## src/hw/rtl/i2crm_pkg.sv

```systemverilog
// Shared types and constants for the I2C register master.
`timescale 1ns / 1ps
`default_nettype none

package i2crm_pkg;

    // Default limit on transfer length; lengths at or above it are refused.
    localparam int MAX_XFER_DEF = 64;

    // Reset values of the configuration registers.
    localparam logic [6:0] DEV_ADDR_RST  = 7'd41;
    localparam logic [7:0] ACK_LIMIT_RST = 8'd10;

    // Configuration register indexes.
    localparam logic CFG_DEV_ADDR  = 1'b0;
    localparam logic CFG_ACK_LIMIT = 1'b1;

    // Completion status codes.
    localparam logic [1:0] STATUS_SUCCESS = 2'd0;
    localparam logic [1:0] STATUS_NACK    = 2'd1;
    localparam logic [1:0] STATUS_TOO_BIG = 2'd2;

    // Bus sequencer phases.
    typedef enum logic [3:0] {
        PH_IDLE,
        PH_START_B,
        PH_TX_LO,
        PH_TX_HI,
        PH_ACK_LO,
        PH_ACK_HI,
        PH_RS_A,
        PH_RS_B,
        PH_RS_C,
        PH_RX_LO,
        PH_RX_HI,
        PH_MACK_LO,
        PH_MACK_HI,
        PH_STOP_A,
        PH_STOP_B,
        PH_STOP_C
    } phase_t;

    // Which byte is on the wire.
    typedef enum logic [1:0] {
        ROLE_WADDR,
        ROLE_INDEX,
        ROLE_DATA,
        ROLE_RADDR
    } role_t;

    // One bus tick presented to the sequencer.
    typedef struct packed {
        logic       start_request;
        logic       read_not_write;
        logic [7:0] reg_index;
        logic [7:0] xfer_length;
        logic [7:0] write_byte;
        logic       sda_in;
    } tick_t;

    // Result of one bus tick.
    typedef struct packed {
        logic       scl_level;
        logic       sda_release;
        logic       busy_res;
        logic       write_take;
        logic [7:0] read_data;
        logic       read_valid;
        logic       read_last;
        logic       done_res;
        logic [1:0] status;
    } result_t;

    // Configuration register contents.
    typedef struct packed {
        logic [6:0] device_address;
        logic [7:0] ack_wait_limit;
    } cfg_t;

endpackage

`default_nettype wire

```

## src/hw/rtl/i2crm_engine.sv

```systemverilog
// Bus sequencer: phase register, bit and byte counters, and per-tick outputs.
`timescale 1ns / 1ps
`default_nettype none

module i2crm_engine
    import i2crm_pkg::*;
#(
    parameter int MAX_XFER = MAX_XFER_DEF
) (
    input  wire logic    clk,
    input  wire logic    rst_n,
    input  wire logic    step_en,
    input  wire tick_t   tick,
    input  wire cfg_t    cfg,
    output result_t      res
);

    phase_t     phase_reg, phase_next;
    role_t      role_reg, role_next;
    logic [3:0] bit_cnt_reg, bit_cnt_next;
    logic [7:0] shifter_reg, shifter_next;
    logic [7:0] bytes_left_reg, bytes_left_next;
    logic [7:0] ack_cnt_reg, ack_cnt_next;
    logic [7:0] index_reg, index_next;
    logic       dir_reg, dir_next;
    logic       fail_reg, fail_next;

    logic [7:0] addr_byte;
    logic       len_bad;
    logic       wait_more;
    logic       bit_last;
    logic       write_path;
    logic       take_byte;
    logic [7:0] rx_byte;

    // Shared decode of the current tick.
    assign addr_byte  = {cfg.device_address, 1'b0};
    assign len_bad    = {1'b0, tick.xfer_length} >= 9'(MAX_XFER);
    assign wait_more  = tick.sda_in && (ack_cnt_reg < cfg.ack_wait_limit);
    assign bit_last   = bit_cnt_reg >= 4'd7;
    assign write_path = (role_reg == ROLE_DATA) || (role_reg == ROLE_INDEX && !dir_reg)
                        || (role_reg == ROLE_WADDR && !tick.sda_in);
    assign take_byte  = (role_reg == ROLE_DATA || (role_reg == ROLE_INDEX && !dir_reg))
                        && (bytes_left_reg != 8'd0);
    assign rx_byte    = {shifter_reg[6:0], tick.sda_in};

    // Next state of the sequencer and its working registers.
    always_comb
    begin
        phase_next      = phase_reg;
        role_next       = role_reg;
        bit_cnt_next    = bit_cnt_reg;
        shifter_next    = shifter_reg;
        bytes_left_next = bytes_left_reg;
        ack_cnt_next    = ack_cnt_reg;
        index_next      = index_reg;
        dir_next        = dir_reg;
        fail_next       = fail_reg;
        case (phase_reg)
            PH_IDLE:
            begin
                if (tick.start_request && !len_bad)
                begin
                    dir_next        = tick.read_not_write;
                    index_next      = tick.reg_index;
                    bytes_left_next = tick.xfer_length;
                    fail_next       = 1'b0;
                    role_next       = ROLE_WADDR;
                    shifter_next    = addr_byte;
                    bit_cnt_next    = 4'd0;
                    phase_next      = PH_START_B;
                end
            end
            PH_START_B:
                phase_next = PH_TX_LO;
            PH_TX_LO:
                phase_next = PH_TX_HI;
            PH_TX_HI:
            begin
                shifter_next = {shifter_reg[6:0], 1'b0};
                if (bit_last)
                begin
                    bit_cnt_next = 4'd0;
                    phase_next   = PH_ACK_LO;
                end
                else
                begin
                    bit_cnt_next = bit_cnt_reg + 4'd1;
                    phase_next   = PH_TX_LO;
                end
            end
            PH_ACK_LO:
            begin
                ack_cnt_next = 8'd0;
                phase_next   = PH_ACK_HI;
            end
            PH_ACK_HI:
            begin
                if (wait_more)
                begin
                    ack_cnt_next = ack_cnt_reg + 8'd1;
                end
                else
                begin
                    case (role_reg)
                        ROLE_WADDR:
                        begin
                            if (tick.sda_in)
                            begin
                                fail_next  = 1'b1;
                                phase_next = PH_STOP_A;
                            end
                            else
                            begin
                                role_next    = ROLE_INDEX;
                                shifter_next = index_reg;
                                bit_cnt_next = 4'd0;
                                phase_next   = PH_TX_LO;
                            end
                        end
                        ROLE_RADDR:
                        begin
                            if (bytes_left_reg == 8'd0)
                            begin
                                phase_next = PH_STOP_A;
                            end
                            else
                            begin
                                shifter_next = 8'd0;
                                bit_cnt_next = 4'd0;
                                phase_next   = PH_RX_LO;
                            end
                        end
                        default:
                        begin
                            // Index of a read goes to repeated START; else next data byte, or STOP when none is left.
                            if (role_reg == ROLE_INDEX && dir_reg)
                            begin
                                phase_next = PH_RS_A;
                            end
                            else if (take_byte)
                            begin
                                bytes_left_next = bytes_left_reg - 8'd1;
                                role_next       = ROLE_DATA;
                                shifter_next    = tick.write_byte;
                                bit_cnt_next    = 4'd0;
                                phase_next      = PH_TX_LO;
                            end
                            else
                            begin
                                phase_next = PH_STOP_A;
                            end
                        end
                    endcase
                end
            end
            PH_RS_A:
                phase_next = PH_RS_B;
            PH_RS_B:
                phase_next = PH_RS_C;
            PH_RS_C:
            begin
                role_next    = ROLE_RADDR;
                shifter_next = addr_byte | 8'h01;
                bit_cnt_next = 4'd0;
                phase_next   = PH_START_B;
            end
            PH_RX_LO:
                phase_next = PH_RX_HI;
            PH_RX_HI:
            begin
                shifter_next = rx_byte;
                if (bit_last)
                begin
                    bit_cnt_next = 4'd0;
                    phase_next   = PH_MACK_LO;
                end
                else
                begin
                    bit_cnt_next = bit_cnt_reg + 4'd1;
                    phase_next   = PH_RX_LO;
                end
            end
            PH_MACK_LO:
                phase_next = PH_MACK_HI;
            PH_MACK_HI:
            begin
                if (bytes_left_reg <= 8'd1)
                begin
                    bytes_left_next = 8'd0;
                    phase_next      = PH_STOP_A;
                end
                else
                begin
                    bytes_left_next = bytes_left_reg - 8'd1;
                    shifter_next    = 8'd0;
                    phase_next      = PH_RX_LO;
                end
            end
            PH_STOP_A:
                phase_next = PH_STOP_B;
            PH_STOP_B:
                phase_next = PH_STOP_C;
            PH_STOP_C:
            begin
                fail_next  = 1'b0;
                phase_next = PH_IDLE;
            end
            default:
                phase_next = PH_IDLE;
        endcase
    end

    // Bus levels and status for the current tick.
    always_comb
    begin
        res = '0;
        res.scl_level   = 1'b1;
        res.sda_release = 1'b1;
        res.busy_res    = 1'b1;
        case (phase_reg)
            PH_IDLE:
            begin
                res.busy_res = 1'b0;
                if (tick.start_request)
                begin
                    if (len_bad)
                    begin
                        res.done_res = 1'b1;
                        res.status   = STATUS_TOO_BIG;
                    end
                    else
                    begin
                        res.busy_res    = 1'b1;
                        res.sda_release = 1'b0;
                    end
                end
            end
            PH_START_B:
            begin
                res.scl_level   = 1'b0;
                res.sda_release = 1'b0;
            end
            PH_TX_LO:
            begin
                res.scl_level   = 1'b0;
                res.sda_release = shifter_reg[7];
            end
            PH_TX_HI:
                res.sda_release = shifter_reg[7];
            PH_ACK_LO:
                res.scl_level = 1'b0;
            PH_ACK_HI:
                res.write_take = !wait_more && write_path && take_byte;
            PH_RS_A:
                res.scl_level = 1'b0;
            PH_RS_B:
                res.scl_level = 1'b1;
            PH_RS_C:
                res.sda_release = 1'b0;
            PH_RX_LO:
                res.scl_level = 1'b0;
            PH_RX_HI:
            begin
                if (bit_last)
                begin
                    res.read_valid = 1'b1;
                    res.read_data  = rx_byte;
                    res.read_last  = bytes_left_reg == 8'd1;
                end
            end
            PH_MACK_LO:
            begin
                res.scl_level   = 1'b0;
                res.sda_release = bytes_left_reg <= 8'd1;
            end
            PH_MACK_HI:
                res.sda_release = bytes_left_reg <= 8'd1;
            PH_STOP_A:
            begin
                res.scl_level   = 1'b0;
                res.sda_release = 1'b0;
            end
            PH_STOP_B:
                res.sda_release = 1'b0;
            PH_STOP_C:
            begin
                res.done_res = 1'b1;
                res.status   = fail_reg ? STATUS_NACK : STATUS_SUCCESS;
            end
            default:
                res.busy_res = 1'b0;
        endcase
    end

    // State registers advance once per accepted tick.
    always_ff @(posedge clk or negedge rst_n)
    begin
        if (!rst_n)
        begin
            phase_reg      <= PH_IDLE;
            role_reg       <= ROLE_WADDR;
            bit_cnt_reg    <= 4'd0;
            shifter_reg    <= 8'd0;
            bytes_left_reg <= 8'd0;
            ack_cnt_reg    <= 8'd0;
            index_reg      <= 8'd0;
            dir_reg        <= 1'b0;
            fail_reg       <= 1'b0;
        end
        else if (step_en)
        begin
            phase_reg      <= phase_next;
            role_reg       <= role_next;
            bit_cnt_reg    <= bit_cnt_next;
            shifter_reg    <= shifter_next;
            bytes_left_reg <= bytes_left_next;
            ack_cnt_reg    <= ack_cnt_next;
            index_reg      <= index_next;
            dir_reg        <= dir_next;
            fail_reg       <= fail_next;
        end
    end

endmodule

`default_nettype wire

```

## src/hw/rtl/i2c_register_master_top.sv

```systemverilog
// I2C register master: stream ports, configuration registers and pipeline registers.
//
// Every input item is one bus tick and yields exactly one output item carrying the
// SCL and SDA levels for that tick plus handshake and status flags. The block takes
// one tick per clock cycle: an item passes an input register, the sequencer computes
// its result in the same cycle as it updates the phase register, and the result sits
// in an output register, so throughput is one item per cycle while the output side
// keeps up. The sequencer phase register is the loop that sets this rate. Configuration
// writes take effect on the next tick and must be made while no item is in flight.
`timescale 1ns / 1ps
`default_nettype none

module i2c_register_master_top
    import i2crm_pkg::*;
#(
    parameter int MAX_XFER = MAX_XFER_DEF
) (
    input  wire logic        clk,
    input  wire logic        rst_n,
    // tdata from bit 0: start_request, read_not_write, reg_index[7:0],
    // xfer_length[7:0], write_byte[7:0], sda_in, five zero bits.
    input  wire logic        s_tvalid,
    output logic             s_tready,
    input  wire logic [31:0] s_tdata,
    // tdata from bit 0: scl_level, sda_release, busy_res, write_take,
    // read_data[7:0], read_valid, done_res, status[1:0].
    output logic             m_tvalid,
    input  wire logic        m_tready,
    output logic [15:0]      m_tdata,
    output logic             m_tlast,
    input  wire logic        cfg_valid,
    output logic             cfg_ready,
    input  wire logic        cfg_index,
    input  wire logic [7:0]  cfg_data
);

    logic    in_valid_reg;
    tick_t   in_item_reg;
    logic    out_valid_reg;
    result_t out_item_reg;
    cfg_t    cfg_reg;
    logic    advance;
    tick_t   in_item;
    result_t res;

    assign in_item.start_request  = s_tdata[0];
    assign in_item.read_not_write = s_tdata[1];
    assign in_item.reg_index      = s_tdata[9:2];
    assign in_item.xfer_length    = s_tdata[17:10];
    assign in_item.write_byte     = s_tdata[25:18];
    assign in_item.sda_in         = s_tdata[26];

    // A held item moves on when the output register is free or being emptied.
    assign advance   = in_valid_reg && (!out_valid_reg || m_tready);
    assign s_tready  = !in_valid_reg || advance;
    assign cfg_ready = 1'b1;

    // Configuration registers.
    always_ff @(posedge clk or negedge rst_n)
    begin
        if (!rst_n)
        begin
            cfg_reg.device_address <= DEV_ADDR_RST;
            cfg_reg.ack_wait_limit <= ACK_LIMIT_RST;
        end
        else if (cfg_valid)
        begin
            case (cfg_index)
                CFG_DEV_ADDR:  cfg_reg.device_address <= cfg_data[6:0];
                CFG_ACK_LIMIT: cfg_reg.ack_wait_limit <= cfg_data;
                default:       cfg_reg <= cfg_reg;
            endcase
        end
    end

    // Input register.
    always_ff @(posedge clk or negedge rst_n)
    begin
        if (!rst_n)
        begin
            in_valid_reg <= 1'b0;
        end
        else if (s_tready)
        begin
            in_valid_reg <= s_tvalid;
        end
    end

    always_ff @(posedge clk)
    begin
        if (s_tvalid && s_tready)
        begin
            in_item_reg <= in_item;
        end
    end

    i2crm_engine #(
        .MAX_XFER (MAX_XFER)
    ) u_engine (
        .clk     (clk),
        .rst_n   (rst_n),
        .step_en (advance),
        .tick    (in_item_reg),
        .cfg     (cfg_reg),
        .res     (res)
    );

    // Output register.
    always_ff @(posedge clk or negedge rst_n)
    begin
        if (!rst_n)
        begin
            out_valid_reg <= 1'b0;
        end
        else if (advance)
        begin
            out_valid_reg <= 1'b1;
        end
        else if (m_tready)
        begin
            out_valid_reg <= 1'b0;
        end
    end

    always_ff @(posedge clk)
    begin
        if (advance)
        begin
            out_item_reg <= res;
        end
    end

    assign m_tvalid = out_valid_reg;
    assign m_tlast  = out_item_reg.read_last;
    assign m_tdata  = {out_item_reg.status, out_item_reg.done_res, out_item_reg.read_valid,
                       out_item_reg.read_data, out_item_reg.write_take,
                       out_item_reg.busy_res, out_item_reg.sda_release,
                       out_item_reg.scl_level};

endmodule

`default_nettype wire

```

## config.mk

```make
export PLATFORM = sky130hd
export DESIGN_NAME = i2c_register_master_top
export DESIGN_NICKNAME = d
export VERILOG_FILES = /design/src/hw/rtl/i2crm_pkg.sv /design/src/hw/rtl/i2crm_engine.sv /design/src/hw/rtl/i2c_register_master_top.sv
export SDC_FILE = /design/constraint.sdc
export NUM_CORES = 1
export LEC_CHECK = 0
export BUFFER_PORTS_ARGS = -buffer_cell sky130_fd_sc_hd__buf_2
export CORE_MARGIN = 2
export CORE_UTILIZATION = 50
export CTS_BUF_LIST = sky130_fd_sc_hd__clkbuf_4 sky130_fd_sc_hd__clkbuf_8 sky130_fd_sc_hd__clkbuf_16
export DETAILED_ROUTE_END_ITERATION = 10
export GPL_TIMING_DRIVEN = 0
export PLACE_DENSITY = 0.78
export SYNTH_ARGS = -nofsm -noshare
export SYNTH_HDL_FRONTEND = slang
export SYNTH_SLANG_ARGS = --single-unit
```

## constraint.sdc

```tcl
create_clock -name clk -period 2.3 [get_ports clk]
set_input_delay 0.115 -clock clk [delete_from_list [all_inputs] [get_ports clk]]
set_output_delay 0.115 -clock clk [all_outputs]
set_load 0.005 [all_outputs]
```

==> run summary <==
Antenna cell count -> 0
Area after detailed placement -> 0.005811 mm^2
Top_reg_cell synth -> dfrtp_1
Critical path destination -> u_engine.bytes_left_reg[3]
Setup skew after layout -> 0.01850 ns
Maximum number of pins on one net before global-route repair -> 62
Cell count of the worst reg-to-reg path -> 6
Critical setup path kind -> reg -> reg
Count of vias placed by the detailed router -> 4373
Avg Inst Size Synth -> 11.71 um^2
H-tree levels -> 3
Total half-perimeter wirelength after legalization and detailed placement -> 8742 um
Kind of start point of the critical path -> flop
Area growth from synthesis to final layout -> 29.94%
Req. time, crit path -> 2.57 ns
Clock Path Buffers -> 2
Total gr overflow -> 0
Number of standard cells in the layout, taps in and fillers out -> 718
Distinct cell type count of the synthesized netlist -> 69
TritonCTS clock tree -> yes
Drc violations -> 0
Antenna-violating nets left -> 0
CP Launch Point -> u_engine.phase_reg[2]
Final worst path period need -> 2.283 ns
Flip-flop and latch count after synthesis -> 105
Number of iterations in the first detailed-routing pass -> 5
Total number of clock tree sinks -> 105
Clock buffer count from CTS -> 9
Net count reported at finish -> 639
Post-synthesis sequential area ratio -> 53.57%
Worst endpoint data arrival time -> 2.55 ns
GPL Wtd Cong -> 0.9113
Total power per unit cell area -> 1145 mW/mm^2
Io pins -> 66
LEAKAGE -> 2.828 nW
Tot GR Track Use -> 25.20%
Via-to-Cell Ratio -> 6.091
Final-report hold violation count -> 0
Slew @ Worst Pin -> 0.8229 ns
Run status -> finished clean
Share of Yosys cell area claimed by the top area cell type -> 26.30%
DRT iter0 DRCs -> 372
Overall power after layout -> 7.925 mW
Total core area -> 0.01032 mm^2
Global-route wire length before repair -> 22300 um
Count of placed standard cells including taps -> 650
Clock-pin slew of the registers on the worst-case setup and hold paths -> 0.11 ns
Post-synth EDFFs -> 44
Fillers -> 736
Buffer cell driving the clock tree root -> clkbuf_8
Die footprint -> 0.01150 mm^2
Antenna violations before repair -> 0
Clock latency of the later-clocked register in the worst-skew pair -> 0.38 ns
Syn Std Cell Area -> 0.005328 mm^2
Number of input and output port buffers inserted -> 59
Detailed Route WL -> 14110 um
Reg-to-reg endpoint -> u_engine.bytes_left_reg[3]
Most frequent cells in the layout -> buf_2, dfrtp_1, edfxtp_1, dlygate4sd3_1, mux2_2
Minimum setup slack among reg-to-reg paths -> 0.02 ns
Number of max-slew violations in the final report -> 0
Number of flip-flops under the largest register name -> 27
Syn Nets -> 517
Count of mapped cells out of synthesis -> 455
Minimum hold slack -> 0.04777 ns
Initial core utilization -> 51.61%
Via count of the first global-routing pass -> 4356
Total negative slack for setup checks -> 0 ns
Detailed-route wire length per cell -> 19.64 um
# setup viols final -> 0
Area of all placed cells without fillers -> 0.006923 mm^2
Standard-cell row count -> 37
Die boundary width -> 107.2 um
Worst min path class -> in -> reg
Max Fclk -> 438.1 MHz
Yosys warns -> 0
Yosys top cell by area -> dfrtp_1
Most common cell after layout, fill and taps aside -> buf_2
Type of element capturing the critical path -> flop
Crit share post-route -> 99.25%
Top post-synthesis cells by area -> dfrtp_1, edfxtp_1, mux2_2, ha_1, dfstp_2
Die Span Y -> 107.2 um
Largest fanout on the critical path -> 10
Startpoint of the lowest-slack register-to-register path -> u_engine.phase_reg[2]
Maxcap violations -> 0
Proportion of register bits with asynchronous set or reset after synthesis -> 58.10%
Slew HR -> 45.14%
Fraction of final layout cells sized beyond drive strength 1 -> 33.16%
Peak ir drop on the vdd network -> 0.0005121 V
==> Yosys cell counts (all sizes together), types with 7 or more instances <==
cell type,n
a21oi,15
a221o,8
a22o,10
and2,13
buf,10
clkbuf,11
dfrtp,56
edfxtp,44
ha,16
inv,30
mux2,37
nand2,24
nand2b,13
nand3,7
nor2,16
nor3,10
nor4,10
o21ai,13
o22ai,12
==> through the flow <==
stage	setup WS (ns)	utilization (%)
2_1_floorplan	0.02598	-
3_3_place_gp	-0.4404	56.11
3_5_place_dp	-0.3639	56.28
4_1_cts	-0.03497	64.79
5_1_grt	-0.03735	67.06
6_report	0.01735	67.06
==> layer usage <==
layer | vias up | track usage, % | wire length [um]
met5 | - | 0 | 0
met4 | 0 | 8.720 | 416
met3 | 42 | 5.228 | 1015
met2 | 215 | 41.09 | 6968
met1 | 2143 | 33.53 | 5705
li1 | 1973 | - | -
==> logic make-up after synthesis <==
logic type                 after synthesis  synth area share (%)
buffers and inverters                   52                 4.110
and+or+nand+nor                        130                 14.37
xor gates and xnor gates                 2                0.3289
muxes                                   42                 8.760
other                                    1               0.07039
DFF                                    105                 53.57
adders and majority gates               16                 3.758
AOI/OAI and AO/OA                      107                 15.03
==> how the worst min path moves through the flow <==
stage | from | end | cells past startpoint
global placement | s_tdata[26] | in_item_reg[0] | 1
finish | m_tready | in_valid_reg | 3
global route | m_tready | in_valid_reg | 3
CTS | m_tready | in_valid_reg | 3
floorplan | rst_n | cfg_reg[0] | 0
detailed placement | rst_n | u_engine.dir_reg | 1
==> power breakdown <==
group          leakage [nW]  internal, mW  switching [mW]  total (mW)
registers              1.18          2.42           0.392        2.81
clock network         0.114         0.613           0.637        1.25
logic                  1.53          1.71            2.15        3.87
==> worst max-delay path: stages, from the launching register on <==
cell,delay [ns]
dfrtp_1,0.44
buf_2,0.23
nand2b_1,0.34
and3_1,0.31
a31oi_4,0.09
or4_1,0.55
a22o_1,0.20
==> timing repair <==
item,4_1_cts,5_1_grt
endpoints found under the hold margin,98,0
gates resized for setup,37,40
hold buffers,37,0
buffers inserted,11,7
pin swaps,6,11
endpoints found under the setup margin,44,34
==> cell type report <==
type / count / area [um^2] / share of cell area (%)
Inverter: 31 / 116.4 / 1.681
Sequential cell: 105 / 2856 / 41.26
Tap cell: 136 / 170.2 / 2.458
Buffer: 18 / 102.6 / 1.482
Clock buffer: 13 / 171.4 / 2.476
Clock inverter: 3 / 47.55 / 0.6868
Multi-Input combinational cell: 298 / 2623 / 37.88
Timing Repair Buffer: 114 / 835.8 / 12.07
Power figures use the tool's default switching activity.
